[config.mk]
export PLATFORM = sky130hd
export DESIGN_NAME = led_pixel_serializer
export DESIGN_NICKNAME = d
export VERILOG_FILES = /design/src/rtl/lps_pkg.sv /design/src/rtl/lps_front.sv /design/src/rtl/lps_queue.sv /design/src/rtl/lps_back.sv /design/src/rtl/led_pixel_serializer.sv
export SDC_FILE = /design/constraint.sdc
export NUM_CORES = 1
export LEC_CHECK = 0
export ABC_AREA = 0
export BUFFER_PORTS_ARGS = -buffer_cell sky130_fd_sc_hd__buf_4
export CAP_MARGIN = 20
export CELL_PAD_IN_SITES_DETAIL_PLACEMENT = 1
export CELL_PAD_IN_SITES_GLOBAL_PLACEMENT = 1
export CORE_MARGIN = 5
export CORE_UTILIZATION = 35
export CTS_CLUSTER_SIZE = 20
export DETAILED_ROUTE_END_ITERATION = 16
export PLACE_DENSITY = 0.7
export SLEW_MARGIN = 20
export SYNTH_ARGS = -nofsm -noshare
export SYNTH_HDL_FRONTEND = slang
export SYNTH_SLANG_ARGS = --single-unit
[constraint.sdc]
create_clock -name clock -period 6.6 [get_ports clock]
set_clock_uncertainty 0.2 [all_clocks]
set_input_delay 1.32 -clock clock [delete_from_list [all_inputs] [get_ports clock]]
set_output_delay 1.32 -clock clock [all_outputs]
set_load 0.02 [all_outputs]
[src/rtl/lps_pkg.sv]
// shared types and constants for the led pixel serializer
package lps_pkg;

   // color channels per led and how many of them go out on the wire
   localparam int CHANNELS         = 3;
   localparam int CHAN_SENT        = (CHANNELS > 3) ? 3 : ((CHANNELS < 1) ? 1 : CHANNELS);
   localparam int BITS_PER_CHANNEL = 8;
   localparam int BITS_SENT        = CHAN_SENT * BITS_PER_CHANNEL;
   localparam int BIT_CNT_W        = $clog2(BITS_SENT);

   // configuration port
   localparam int CSR_INDEX_W = 3;
   localparam int CSR_DATA_W  = 16;

   localparam logic [CSR_INDEX_W-1:0] REG_ZERO_HIGH = 3'd0;
   localparam logic [CSR_INDEX_W-1:0] REG_ZERO_LOW  = 3'd1;
   localparam logic [CSR_INDEX_W-1:0] REG_ONE_HIGH  = 3'd2;
   localparam logic [CSR_INDEX_W-1:0] REG_ONE_LOW   = 3'd3;
   localparam logic [CSR_INDEX_W-1:0] REG_LATCH_GAP = 3'd4;

   // register reset values
   localparam logic [7:0]  ZERO_HIGH_RESET = 8'd20;
   localparam logic [7:0]  ZERO_LOW_RESET  = 8'd42;
   localparam logic [7:0]  ONE_HIGH_RESET  = 8'd40;
   localparam logic [7:0]  ONE_LOW_RESET   = 8'd22;
   localparam logic [15:0] LATCH_GAP_RESET = 16'd2500;

   // one scaled led waiting between front and back
   typedef struct packed {
      logic [7:0] green;
      logic [7:0] red;
      logic [7:0] blue;
      logic       frame_end;
   } pixel_type;

   // floor(p / 255) for any product of two bytes, no divider needed
   function automatic logic [7:0] div255(input logic [15:0] p);
      logic [16:0] sum;
      sum = {1'b0, p} + {9'd0, p[15:8]} + 17'd1;
      return sum[15:8];
   endfunction

endpackage

[src/rtl/lps_front.sv]
// front end: accepts led requests and scales each color by the brightness level
module lps_front (
   input  logic              clock,
   input  logic              reset,
   input  logic              req_valid,
   output logic              req_stall,
   input  logic [7:0]        req_green,
   input  logic [7:0]        req_red,
   input  logic [7:0]        req_blue,
   input  logic [7:0]        req_level,
   input  logic              req_frame_end,
   output logic              push,
   output lps_pkg::pixel_type push_data,
   input  logic              queue_full
);
   import lps_pkg::*;

   logic        prod_valid_ff, prod_valid_in;
   logic [15:0] green_prod_ff, green_prod_in;
   logic [15:0] red_prod_ff, red_prod_in;
   logic [15:0] blue_prod_ff, blue_prod_in;
   logic        frame_end_ff, frame_end_in;
   logic        take;

   // product stage frees up when its content moves into the queue
   assign push      = prod_valid_ff && !queue_full;
   assign req_stall = prod_valid_ff && queue_full;
   assign take      = req_valid && !req_stall;

   // multiply each color by the level
   always_comb begin
      prod_valid_in = prod_valid_ff;
      green_prod_in = green_prod_ff;
      red_prod_in   = red_prod_ff;
      blue_prod_in  = blue_prod_ff;
      frame_end_in  = frame_end_ff;
      if (push) begin
         prod_valid_in = 1'b0;
      end
      if (take) begin
         prod_valid_in = 1'b1;
         green_prod_in = 16'(req_green) * 16'(req_level);
         red_prod_in   = 16'(req_red) * 16'(req_level);
         blue_prod_in  = 16'(req_blue) * 16'(req_level);
         frame_end_in  = req_frame_end;
      end
   end

   always_ff @(posedge clock) begin
      if (reset) begin
         prod_valid_ff <= 1'b0;
      end else begin
         prod_valid_ff <= prod_valid_in;
      end
      green_prod_ff <= green_prod_in;
      red_prod_ff   <= red_prod_in;
      blue_prod_ff  <= blue_prod_in;
      frame_end_ff  <= frame_end_in;
   end

   // divide by full scale on the way into the queue
   always_comb begin
      push_data.green     = div255(green_prod_ff);
      push_data.red       = div255(red_prod_ff);
      push_data.blue      = div255(blue_prod_ff);
      push_data.frame_end = frame_end_ff;
   end

endmodule

[src/rtl/lps_queue.sv]
// two-entry queue between the scaling front end and the bit serializer
module lps_queue (
   input  logic               clock,
   input  logic               reset,
   input  logic               push,
   input  lps_pkg::pixel_type push_data,
   output logic               full,
   input  logic               pop,
   output lps_pkg::pixel_type pop_data,
   output logic               not_empty
);
   import lps_pkg::*;

   pixel_type   mem_ff [2];
   logic        wr_ptr_ff, wr_ptr_in;
   logic        rd_ptr_ff, rd_ptr_in;
   logic [1:0]  count_ff, count_in;

   assign full      = (count_ff == 2'd2);
   assign not_empty = (count_ff != 2'd0);
   assign pop_data  = mem_ff[rd_ptr_ff];

   // pointer and fill count update
   always_comb begin
      wr_ptr_in = push ? !wr_ptr_ff : wr_ptr_ff;
      rd_ptr_in = pop ? !rd_ptr_ff : rd_ptr_ff;
      count_in  = count_ff;
      if (push && !pop) begin
         count_in = count_ff + 2'd1;
      end else if (pop && !push) begin
         count_in = count_ff - 2'd1;
      end
   end

   always_ff @(posedge clock) begin
      if (reset) begin
         wr_ptr_ff <= 1'b0;
         rd_ptr_ff <= 1'b0;
         count_ff  <= 2'd0;
      end else begin
         wr_ptr_ff <= wr_ptr_in;
         rd_ptr_ff <= rd_ptr_in;
         count_ff  <= count_in;
      end
   end

   // entry storage
   always_ff @(posedge clock) begin
      if (push) begin
         mem_ff[wr_ptr_ff] <= push_data;
      end
   end

endmodule

[src/rtl/lps_back.sv]
// back end: timing registers and the bit serializer with its output register
module lps_back (
   input  logic                            clock,
   input  logic                            reset,
   input  logic                            csr_write,
   input  logic [lps_pkg::CSR_INDEX_W-1:0] csr_index,
   input  logic [lps_pkg::CSR_DATA_W-1:0]  csr_data,
   input  logic                            queue_not_empty,
   input  lps_pkg::pixel_type              queue_data,
   output logic                            pop,
   output logic                            rsp_valid,
   input  logic                            rsp_stall,
   output logic                            rsp_bit_value,
   output logic [7:0]                      rsp_high_ticks,
   output logic [7:0]                      rsp_low_ticks,
   output logic [15:0]                     rsp_gap_ticks,
   output logic                            rsp_last
);
   import lps_pkg::*;

   logic [7:0]  zero_high_ff, zero_high_in;
   logic [7:0]  zero_low_ff, zero_low_in;
   logic [7:0]  one_high_ff, one_high_in;
   logic [7:0]  one_low_ff, one_low_in;
   logic [15:0] latch_gap_ff, latch_gap_in;

   logic                 sh_valid_ff, sh_valid_in;
   logic [23:0]          sh_data_ff, sh_data_in;
   logic [BIT_CNT_W-1:0] cnt_ff, cnt_in;
   logic                 sh_frame_end_ff, sh_frame_end_in;

   logic        out_valid_ff, out_valid_in;
   logic        out_bit_ff, out_bit_in;
   logic [7:0]  out_high_ff, out_high_in;
   logic [7:0]  out_low_ff, out_low_in;
   logic [15:0] out_gap_ff, out_gap_in;
   logic        out_last_ff, out_last_in;

   logic out_free;
   logic emit;
   logic is_last;
   logic cur_bit;

   // timing register writes
   always_comb begin
      zero_high_in = zero_high_ff;
      zero_low_in  = zero_low_ff;
      one_high_in  = one_high_ff;
      one_low_in   = one_low_ff;
      latch_gap_in = latch_gap_ff;
      if (csr_write) begin
         unique case (csr_index)
            REG_ZERO_HIGH: zero_high_in = csr_data[7:0];
            REG_ZERO_LOW:  zero_low_in  = csr_data[7:0];
            REG_ONE_HIGH:  one_high_in  = csr_data[7:0];
            REG_ONE_LOW:   one_low_in   = csr_data[7:0];
            REG_LATCH_GAP: latch_gap_in = csr_data;
            default: ;
         endcase
      end
   end

   // serializer control
   assign out_free = !out_valid_ff || !rsp_stall;
   assign emit     = sh_valid_ff && out_free;
   assign is_last  = (cnt_ff == BIT_CNT_W'(BITS_SENT - 1));
   assign cur_bit  = sh_data_ff[23];
   assign pop      = queue_not_empty && (!sh_valid_ff || (emit && is_last));

   // shift register and bit count, reloaded from the queue after the final bit
   always_comb begin
      sh_valid_in     = sh_valid_ff;
      sh_data_in      = sh_data_ff;
      cnt_in          = cnt_ff;
      sh_frame_end_in = sh_frame_end_ff;
      if (emit) begin
         sh_data_in = {sh_data_ff[22:0], 1'b0};
         cnt_in     = cnt_ff + BIT_CNT_W'(1);
         if (is_last) begin
            sh_valid_in = 1'b0;
         end
      end
      if (pop) begin
         sh_valid_in     = 1'b1;
         sh_data_in      = {queue_data.green, queue_data.red, queue_data.blue};
         cnt_in          = '0;
         sh_frame_end_in = queue_data.frame_end;
      end
   end

   // output register for one bit result
   always_comb begin
      out_valid_in = out_valid_ff;
      out_bit_in   = out_bit_ff;
      out_high_in  = out_high_ff;
      out_low_in   = out_low_ff;
      out_gap_in   = out_gap_ff;
      out_last_in  = out_last_ff;
      if (out_free) begin
         out_valid_in = emit;
      end
      if (emit) begin
         out_bit_in  = cur_bit;
         out_high_in = cur_bit ? one_high_ff : zero_high_ff;
         out_low_in  = cur_bit ? one_low_ff : zero_low_ff;
         out_gap_in  = (is_last && sh_frame_end_ff) ? latch_gap_ff : 16'd0;
         out_last_in = is_last;
      end
   end

   always_ff @(posedge clock) begin
      if (reset) begin
         zero_high_ff <= ZERO_HIGH_RESET;
         zero_low_ff  <= ZERO_LOW_RESET;
         one_high_ff  <= ONE_HIGH_RESET;
         one_low_ff   <= ONE_LOW_RESET;
         latch_gap_ff <= LATCH_GAP_RESET;
         sh_valid_ff  <= 1'b0;
         cnt_ff       <= '0;
         out_valid_ff <= 1'b0;
      end else begin
         zero_high_ff <= zero_high_in;
         zero_low_ff  <= zero_low_in;
         one_high_ff  <= one_high_in;
         one_low_ff   <= one_low_in;
         latch_gap_ff <= latch_gap_in;
         sh_valid_ff  <= sh_valid_in;
         cnt_ff       <= cnt_in;
         out_valid_ff <= out_valid_in;
      end
      sh_data_ff      <= sh_data_in;
      sh_frame_end_ff <= sh_frame_end_in;
      out_bit_ff      <= out_bit_in;
      out_high_ff     <= out_high_in;
      out_low_ff      <= out_low_in;
      out_gap_ff      <= out_gap_in;
      out_last_ff     <= out_last_in;
   end

   assign rsp_valid      = out_valid_ff;
   assign rsp_bit_value  = out_bit_ff;
   assign rsp_high_ticks = out_high_ff;
   assign rsp_low_ticks  = out_low_ff;
   assign rsp_gap_ticks  = out_gap_ff;
   assign rsp_last       = out_last_ff;

endmodule

[src/rtl/led_pixel_serializer.sv]
// top level of the led pixel serializer
//
// Takes one led request (green, red, blue, brightness level, frame end) and
// returns 24 bit responses, green then red then blue, msb first, each scaled
// to floor(color * level / 255). Every response gives the high and low pulse
// lengths for its bit from the timing registers; the final bit of an led is
// marked last and, if the request ended a frame, carries the latch gap. The
// bit serializer emits one response per cycle while the receiver does not
// stall. A request passes four registers (product register, queue, shift
// register, output register) before its first response is valid.
// A two-entry queue lets new requests be taken while the serializer is busy.
// Timing registers reset to 20/42/40/22 ticks and a 2500-tick latch gap and
// are to be written by the user only while the block is idle; the block
// itself does not enforce this.
module led_pixel_serializer (
   input  logic                            clock,
   input  logic                            reset,
   input  logic                            req_valid,
   output logic                            req_stall,
   input  logic [7:0]                      req_green,
   input  logic [7:0]                      req_red,
   input  logic [7:0]                      req_blue,
   input  logic [7:0]                      req_level,
   input  logic                            req_frame_end,
   output logic                            rsp_valid,
   input  logic                            rsp_stall,
   output logic                            rsp_bit_value,
   output logic [7:0]                      rsp_high_ticks,
   output logic [7:0]                      rsp_low_ticks,
   output logic [15:0]                     rsp_gap_ticks,
   output logic                            rsp_last,
   input  logic                            csr_write,
   input  logic [lps_pkg::CSR_INDEX_W-1:0] csr_index,
   input  logic [lps_pkg::CSR_DATA_W-1:0]  csr_data
);
   import lps_pkg::*;

   logic      push;
   pixel_type push_data;
   logic      queue_full;
   logic      pop;
   pixel_type pop_data;
   logic      queue_not_empty;

   // scaling front end
   lps_front u_front (
      .clock         (clock),
      .reset         (reset),
      .req_valid     (req_valid),
      .req_stall     (req_stall),
      .req_green     (req_green),
      .req_red       (req_red),
      .req_blue      (req_blue),
      .req_level     (req_level),
      .req_frame_end (req_frame_end),
      .push          (push),
      .push_data     (push_data),
      .queue_full    (queue_full)
   );

   // decoupling queue
   lps_queue u_queue (
      .clock     (clock),
      .reset     (reset),
      .push      (push),
      .push_data (push_data),
      .full      (queue_full),
      .pop       (pop),
      .pop_data  (pop_data),
      .not_empty (queue_not_empty)
   );

   // bit serializer
   lps_back u_back (
      .clock           (clock),
      .reset           (reset),
      .csr_write       (csr_write),
      .csr_index       (csr_index),
      .csr_data        (csr_data),
      .queue_not_empty (queue_not_empty),
      .queue_data      (pop_data),
      .pop             (pop),
      .rsp_valid       (rsp_valid),
      .rsp_stall       (rsp_stall),
      .rsp_bit_value   (rsp_bit_value),
      .rsp_high_ticks  (rsp_high_ticks),
      .rsp_low_ticks   (rsp_low_ticks),
      .rsp_gap_ticks   (rsp_gap_ticks),
      .rsp_last        (rsp_last)
   );

endmodule

* Yosys cells after proc, flatten, opt, wreduce, memory -nomap -nowiden
Memories as Yosys holds them, arrays and structs flattened. A register that Yosys moved wholly into a read port is not among the register bits. Index checks and enable logic that the tools add are counted.
Cells by class: bitwise gates (word level) 0, add/sub/neg operators 9, shift operators 0, magnitude comparators 0, multiplexer cells 15, div/mod/pow operators 0, reductions and logical operators 33, equal/unequal tests 6, multipliers 3
Operator list (count):
- $add 16x1->16 const B | 3
- $add 16x8->16 | 3
- $mul 8x8->16 | 3
- $mux 24 | 2
- $mux 8 | 2
- $reduce_and 2->1 | 6
- $reduce_bool 2->1 | 5
- $logic_and 1x1->1 | 9
- $logic_not 1->1 | 9
- $mux 1 | 9
- $eq 3x2->1 const B | 2
- $add 5x1->5 const B | 1
- $eq 5x5->1 const B | 1
- $mux 2 | 2
- $eq 3x1->1 const B | 1
- $eq 3x3->1 const B | 1
- $logic_not 3->1 | 1
- $add 2x1->2 const B | 1
- $eq 2x2->1 const B | 1
- $logic_or 1x1->1 | 2
- $reduce_or 2->1 | 1
- $sub 2x1->2 const B | 1
Storage, ports and cells: latch bits 0, memories 1, memory bits (read-only) 0, register bits after elaboration 168, logic and storage cells 90, output and inout port bits 36, bits in writable memories 50
Memories:
- u_queue.mem_ff | depth 2, bits a word 25, read ports 1, clocked after Yosys merged registers in 1, write ports 1, RTL line lps_queue.sv:14 | pixel_type mem_ff [2];

* Logic depth before layout (Yosys ltp)
Gate-level depths: netlist (run 1).
depth after elaboration 9, mapped depth 17

* Modules after synthesis
A second synthesis (run 1) with hierarchy kept.
Unflattened totals: cells, all modules 1366, area total of the unflattened synthesis 15277.2 um2
Modules (own cells, without submodules):
- lps_front | instances 1, area an instance 8743.4 um2, cells each 905, sequential area each 1491.4 um2
- lps_back | instances 1, area an instance 4520.6 um2, cells each 361, sequential area each 2872.8 um2
- lps_queue | instances 1, area an instance 2013.2 um2, cells each 100, sequential area each 1601.5 um2

* Worst setup path after synthesis (run 1)
Ideal clock, no wire load.
path type input-to-reg, from in req_level[2], to reg u_front.red_prod_ff[14] (data pin), slack 0.997 ns, library setup time 0.258 ns, arrival time 5.146 ns, stages on the path 17, cell sequence clkbuf_1 > and2_1 > fa_1 > inv_1 > fa_1 > inv_1 > fa_1 > inv_1 > fa_1 > inv_1 > ha_1 > a2111oi_4 > o31ai_1 > a211oi_1 > o21bai_1 > a21oi_1 > xnor2_1
Between the ends: longest elaborated chain between the ends 1
RTL lines:
- from (decl) | RTL line led_pixel_serializer.sv:23 | input logic [7:0] req_level,
- $mul 8x8->16 | RTL line lps_front.sv:43 | red_prod_in = 16'(req_red) * 16'(req_level);
- to (signal assigned) | RTL line lps_front.sv:56 | red_prod_ff <= red_prod_in;
- to (decl) | RTL line lps_front.sv:20 | logic [15:0] red_prod_ff, red_prod_in;
No other way between the ends. A chain may end at the register's enable or synchronous reset.

* Final worst setup path (run 1)
Same ends and word-level chain as after synthesis.

==> results of run 1 <==
-- kinds of logic (layout without fill, tap and decap cells) --
logic type | Yosys count | count (layout) | synth area share [%]
flip-flops | 219 | 219 | 40.14
buffers and inverters | 197 | 293 | 5.026
AND/OR/NAND/NOR | 457 | 457 | 15.79
AO/OA/AOI/OAI | 156 | 156 | 6.491
XOR/XNOR | 61 | 61 | 3.595
multiplexers | 48 | 48 | 3.376
adder cells (fa/ha/maj) | 239 | 239 | 25.58
-- worst register-to-register path, delay by kind of cell (launching register included) --
| kind | cells | cell delay, ns |
|---|---|---|
| and+or+nand+nor | 3 | 0.83 |
| buffers and inverters | 1 | 0.65 |
| adders and majority gates | 1 | 0.21 |
| DFF | 1 | 0.38 |
| AOI/OAI and AO/OA | 2 | 0.32 |
-- registers in the layout (all words and copies together) (netlist names), 2 cells and up, named ones only --
register               count
u_back.latch_gap_ff       16
u_back.cnt_ff              5
u_queue.mem_ff            50
u_back.rsp_high_ticks      8
u_back.rsp_gap_ticks      16
u_back.one_high_ff         8
u_back.zero_high_ff        8
u_back.rsp_low_ticks       8
u_front.green_prod_ff     16
u_front.blue_prod_ff      16
u_back.one_low_ff          8
u_queue.count_ff           2
u_front.red_prod_ff       16
u_back.sh_data_ff         24
u_back.zero_low_ff         8
-- worst paths after layout --
check,from,end,slack [ns],cells past startpoint
setup / recovery,req_level[2],u_front.red_prod_ff[14],1.15,17
hold / removal,u_back.latch_gap_ff[15],u_back.latch_gap_ff[15],0.25,2
setup reg to reg,u_back.cnt_ff[0],u_back.sh_data_ff[7],3.72,7
hold reg to reg,u_back.latch_gap_ff[15],u_back.latch_gap_ff[15],0.25,2
-- cells in the mapped netlist, types with 2 or more instances --
| master | instances | share of area [%] |
|---|---|---|
| a211o_1 | 2 | 0.12 |
| a211oi_1 | 7 | 0.35 |
| a21o_1 | 11 | 0.56 |
| a21oi_1 | 77 | 2.6 |
| and2_1 | 155 | 6.5 |
| and3_1 | 24 | 1.0 |
| buf_2 | 6 | 0.20 |
| clkbuf_1 | 37 | 0.93 |
| dfxtp_1 | 61 | 8.2 |
| edfxtp_1 | 158 | 32 |
| fa_1 | 108 | 15 |
| ha_1 | 131 | 11 |
| inv_1 | 152 | 3.8 |
| mux2_2 | 17 | 1.3 |
| mux2i_1 | 31 | 2.1 |
| nand2_1 | 143 | 3.6 |
| nand2b_1 | 4 | 0.17 |
| nand3_1 | 10 | 0.34 |
| nand3b_1 | 14 | 0.71 |
| nand4_1 | 7 | 0.29 |
| nor2_1 | 65 | 1.6 |
| nor2b_1 | 10 | 0.42 |
| nor3_1 | 12 | 0.40 |
| nor4_1 | 2 | 0.084 |
| o211a_1 | 3 | 0.20 |
| o21a_1 | 10 | 0.51 |
| o21ai_0 | 24 | 0.81 |
| o21bai_1 | 6 | 0.30 |
| o311ai_1 | 2 | 0.12 |
| or3_1 | 3 | 0.13 |
| xnor2_1 | 45 | 2.7 |
| xor2_1 | 16 | 0.94 |
-- layout by cell type, fill, tap and decap left out, types with 2 or more instances in the layout --
cell type  synthesis  layout
o21a_1            10      10
nand3b_1          14      14
clkbuf_1          37       7
mux2i_1           31      31
nor2_2             1       2
a211o_1            2       2
and2_1           155     155
o311ai_1           2       2
nand2b_1           4       4
o21bai_1           6       5
nand3_1           10      10
clkbuf_8           0       2
mux2_2            17      17
clkinv_2           0       5
a21oi_1           77      77
nand4_1            7       7
fa_1             108     108
o21ai_0           24      24
edfxtp_1         158     158
xor2_1            16      16
buf_4              0      98
nor4_1             2       2
nand2_1          143     143
nor3_1            12      12
nor2_1            65      64
clkbuf_16          0      24
nor2b_1           10       9
and3_1            24      24
ha_1             131     131
inv_1            152     152
a21o_1            11      11
o211a_1            3       3
a211oi_1           7       7
xnor2_1           45      45
or3_1              3       3
dfxtp_1           61      61
-- routing by layer --
layer,vias to the layer above,track usage (%),routed length [um]
li1,4745,-,-
met1,4904,18.62,15100
met2,153,24.85,15670
met3,34,1.744,1088
met4,0,2.544,420
met5,-,0,0
-- layout make-up --
| class | count | area, sq um | area share [%] |
|---|---|---|---|
| multi-input combinational | 961 | 8163 | 48.47 |
| sequential | 219 | 5966 | 35.42 |
| timing repair buffer | 98 | 735.7 | 4.368 |
| tap | 539 | 674.4 | 4.004 |
| clock buffer | 33 | 654.4 | 3.885 |
| inverter | 153 | 574.3 | 3.410 |
| clock inverter | 9 | 75.07 | 0.4457 |
-- power groups by stage --
stage | combinational (mW) | sequential (mW) | clock (mW)
2_1_floorplan | 1.80 | 2.26 | 0
3_3_place_gp | 2.39 | 2.28 | 0
3_5_place_dp | 2.49 | 2.30 | 0
4_1_cts | 2.52 | 2.27 | 1.28
5_1_grt | 2.84 | 2.30 | 1.34
6_report | 2.47 | 2.26 | 1.23
-- stage by stage --
stage / hold WS (ns) / std cells / power [mW] / area (sq um) / setup WS (ns)
6_report: 0.2472 / 2012 / 5.964 / 16840 / 1.151
2_1_floorplan: 0.2215 / 1377 / 4.060 / 14860 / 0.9966
3_5_place_dp: 0.2430 / 1970 / 4.791 / 16110 / 0.6378
4_1_cts: 0.2514 / 2012 / 6.067 / 16840 / 1.153
5_1_grt: 0.2661 / 2012 / 6.474 / 16840 / 0.9476
3_3_place_gp: 0.2369 / 1970 / 4.670 / 16110 / 0.7381
==> impl_metrics.yaml, run 1 <==
run_status:
  status: "complete, no violations"
sta:
  relSlewSlack_pct: 40.87
  fmax_mhz: 183.5
  rsz0062_at_grt: "no"
  worst_pin_slew_ns: 0.8869
  slew_viol_final: 0
  fin_crit_ns: 5.449
  fin_crit_sh_pct: 82.56
  setup_viol: 0
  fin_tns_setup_ns: 0
  finalHoldViolCount: 0
grt:
  grt_remaining_overflow: 0
  grt_pass1_wl_mm: 55.11
  grt_usage_pct: 13.99
  first_global_vias: 10960
  antenna_found_initial: 0
  grt_max_degree: 62
routing:
  firstDrtPassIters: 4
  wl_mm: 32.28
  vias_per_cell: 4.889
  drc: 0
  drtAntennaViolNets: 0
  post_drt_wl_per_cell_um: 16.05
  drt-initial-drc-count: 289
  vias: 9836
floorplanning:
  dieHeight_um: 216.1
  initial_utilization_pct: 35.43
  rows: 75
  core-area_sq_um: 41950
  chipWidth_um: 216.1
  num_io_pins: 93
  dieArea_sq_um: 46680
synthesis:
  syn_area_per_cell_sq_um: 10.79
  seq_area_frac_synth_pct: 40.14
  synth_edf_count: 158
  syn-instance-count: 1377
  synth.cell_area_sq_um: 14860
  synth.distinct_cells: 56
  ys.warnings.count: 0
  ys_async_sr_fraction_pct: 0
  synth_fp_nets: 1673
  ys_seq_elements: 219
  synth_ff_type: "edfxtp_1"
critical_path:
  crit_path_max_incr_delay_ns: 0.53
  critical_path.top_delay_family: "adder cells"
  start_kind: "input port"
  setup.worst_path.class: "input port to flop"
  arrival_ns: 5.49
  worstPathRequired_ns: 6.65
  cp_max_fo: 24
  end_kind: "flop"
  cpMaxStageDelayCell: "fa_1"
  cp_num_buf_inv: 5
  worstPathCellList: "buf_4 > and2_1 > fa_1 > inv_1 > fa_1 > inv_1 > fa_1 > inv_1 > fa_1 > inv_1 > ha_1 > a2111oi_4 > o31ai_1 > a211oi_1 > o21bai_1 > a21oi_1 > xnor2_1"
clock_network:
  cts_tree: "built"
  cts_sinks: 219
  clk_path_buf_depth: 3
  path_clk_slew_ns: 0.06
  clk_latency_ns: 0.51
  post-cts-setup-buffer-count: 0
  cts.repair.resized: 0
  htreeDepth: 1
  cts_root_buf: "clkbuf_16"
  numCtsBuffers: 23
  ctsHoldBuffers: 0
power:
  p_seq_share_pct: 38.0
  p_per_area_nw_per_um2: 354.1
  p_int_mw: 3.834
  netSwitchingFraction_pct: 35.71
  pwr-share-clk_pct: 20.7
  p_comb_share_pct: 41.3
  peakVddDrop_mv: 0.1504
  switchingPower_mw: 2.130
  leakagePower_nw: 7.325
layout:
  diodes: 0
  final_util_pct: 40.15
  area_delta_synth_final_pct: 13.33
  layout-drive-gt1-share_pct: 10.79
  nFillCells: 4601
  nets: 1752
placement:
  hpwlAfterDp_mm: 24.31
  finalWeightedCongestion: 0.7559
  port_buffers: 92
hold_path:
  min-delay-path-class: "flop to flop"
flow_run:
  drv_cap: 0
(Power assumes the default switching activity.)
==> inputs of run 2 (changes only) <==
==> constraint.sdc (replaced) <==
create_clock -name clock -period 5.51 [get_ports clock]
set_clock_uncertainty 0.2 [all_clocks]
set_input_delay 1.102 -clock clock [delete_from_list [all_inputs] [get_ports clock]]
set_output_delay 1.102 -clock clock [all_outputs]
set_load 0.02 [all_outputs]
==> impl_metrics.yaml, run 2 (synthesized netlist as in run 1, its figures left out) <==
sta:
  fin_crit_sh_pct: 91.01
  fin_ws_ns: 0.4956
  rsz0062_at_grt: "no"
  fin_tns_setup_ns: 0
  setup_viol: 0
  finalHoldViolCount: 0
  fin_hold_ws_ns: 0.2510
  slew_viol_final: 0
  fmax_mhz: 199.4
  fin_crit_ns: 5.014
  worst_pin_slew_ns: 0.8787
  relSlewSlack_pct: 41.42
flow_run:
  drv_cap: 0
critical_path:
  cp_max_fo: 4
  cp_num_buf_inv: 5
  r2r_cells: 8
  worstPathCellList: "buf_4 > and2_1 > fa_1 > inv_1 > fa_1 > inv_1 > fa_1 > inv_1 > fa_1 > inv_1 > ha_1 > a2111oi_4 > o31ai_1 > a211oi_1 > o21bai_1 > a21oi_1 > xnor2_1"
  critical_path.top_delay_family: "adder cells"
  cpMaxStageDelayCell: "fa_1"
  worstPathRequired_ns: 5.56
  arrival_ns: 5.07
  r2r_slack_ns: 2.60
  crit_cells: 17
  start_kind: "input port"
  crit_path_max_incr_delay_ns: 0.53
  setup.worst_path.class: "input port to flop"
  end_kind: "flop"
routing:
  vias_per_cell: 4.845
  drtAntennaViolNets: 0
  firstDrtPassIters: 4
  wl_mm: 32.30
  drt-initial-drc-count: 392
  vias: 9870
  post_drt_wl_per_cell_um: 15.85
  drc: 0
grt:
  grt_pass1_wl_mm: 55.29
  antenna_found_initial: 0
  grt_max_degree: 62
  grt_usage_pct: 13.91
  grt_remaining_overflow: 0
  first_global_vias: 10940
clock_network:
  cts_tree: "built"
  numCtsBuffers: 23
  cts.repair.resized: 0
  path_clk_slew_ns: 0.06
  clk_latency_ns: 0.51
  ctsHoldBuffers: 0
  clk_path_buf_depth: 3
  post-cts-setup-buffer-count: 0
  htreeDepth: 1
  cts_sinks: 219
  cts_root_buf: "clkbuf_16"
power:
  netSwitchingFraction_pct: 35.64
  switchingPower_mw: 2.557
  p_int_mw: 4.618
  pwr-share-clk_pct: 20.2
  p_comb_share_pct: 42.1
  power.total_mw: 7.174
  p_seq_share_pct: 37.7
  leakagePower_nw: 7.437
  peakVddDrop_mv: 0.2134
  p_per_area_nw_per_um2: 421.4
placement:
  hpwlAfterDp_mm: 24.28
  dpl_worst_slack_ns: -0.04912
  finalWeightedCongestion: 0.7692
  port_buffers: 92
layout:
  final_cell_mix: "edfxtp_1, and2_1, inv_1"
  regArea_sq_um: 5966
  multiInputGateArea_sq_um: 8163
  layout_commonest_cell: "edfxtp_1"
  area_delta_synth_final_pct: 14.55
  nets: 1777
  reg.largest.list: "u_queue.mem_ff x50, u_back.sh_data_ff x24"
  nFillCells: 4608
  largest_register_ffs: 50
  diodes: 0
  top_register: "u_queue.mem_ff"
  layout-drive-gt1-share_pct: 12.22
floorplanning:
  chipWidth_um: 216.1
  dieHeight_um: 216.1
  initial_utilization_pct: 35.43
  num_io_pins: 93
  core-area_sq_um: 41950
  rows: 75
  dieArea_sq_um: 46680
hold_path:
  min_path_cells: 2
  min-delay-path-class: "flop to flop"
run_status:
  status: "complete, no violations"
[run 2: cell count changes in the layout (fill, tap and decap cells not counted), sizes merged]
| cell | previous run | this run |
|---|---|---|
| clkinv | 6 | 2 |
| inv | 154 | 155 |
| clkbuf | 33 | 37 |
| bufinv | 1 | 0 |
| buf | 98 | 123 |
[run 2: worst paths after layout]
kind	from	end
min	u_back.latch_gap_ff[13]	u_back.latch_gap_ff[13]
max	req_red[5]	u_front.red_prod_ff[14]
max reg2reg	u_back.cnt_ff[0]	u_back.sh_data_ff[11]
min reg2reg	u_back.latch_gap_ff[13]	u_back.latch_gap_ff[13]
[run 2: layout make-up]
cell class              count  share of cell area [%]
flip-flops and latches    219                   35.04
clock buffers              37                   3.984
inverters                 153                   3.374
repair buffers            123                   5.498
multi-input cells         961                   47.95
clock inverters             5                  0.1911
well taps                 539                   3.961
[run 2: per-stage QoR]
step	cells	cell area (sq um)	utilization, %
after detailed placement	1995	16310	38.89
after floorplan	1377	14860	-
after global placement	1995	16310	38.89
after CTS	2037	17020	40.58
after global routing	2037	17020	40.58
final	2037	17020	40.58
[run 2: worst reg2reg max path, stage by stage (launching register included)]
cell and delay [ns]:
dfxtp_1 0.36, ha_1 0.22, and4b_1 0.61, nand2_1 0.12, nand2_1 0.12, o21ai_1 0.16, inv_2 0.66, nor2_1 0.15
a21oi_1 0.15
[run 2: power groups by stage]
stage	Clock (mW)	Sequential (mW)	Combinational (mW)
floorplan	0	2.70	2.16
global route	1.57	2.75	3.47
finish	1.45	2.71	3.02
CTS	1.50	2.72	3.07
detailed placement	0	2.75	3.04
global placement	0	2.73	2.93
[run 2: per-layer routing]
metal  global-route usage, %  part of all wire, %
met5                       0                    0
met4                   2.099                  1.1
met3                   1.647                  3.2
met2                   24.15                   48
met1                   19.25                   48
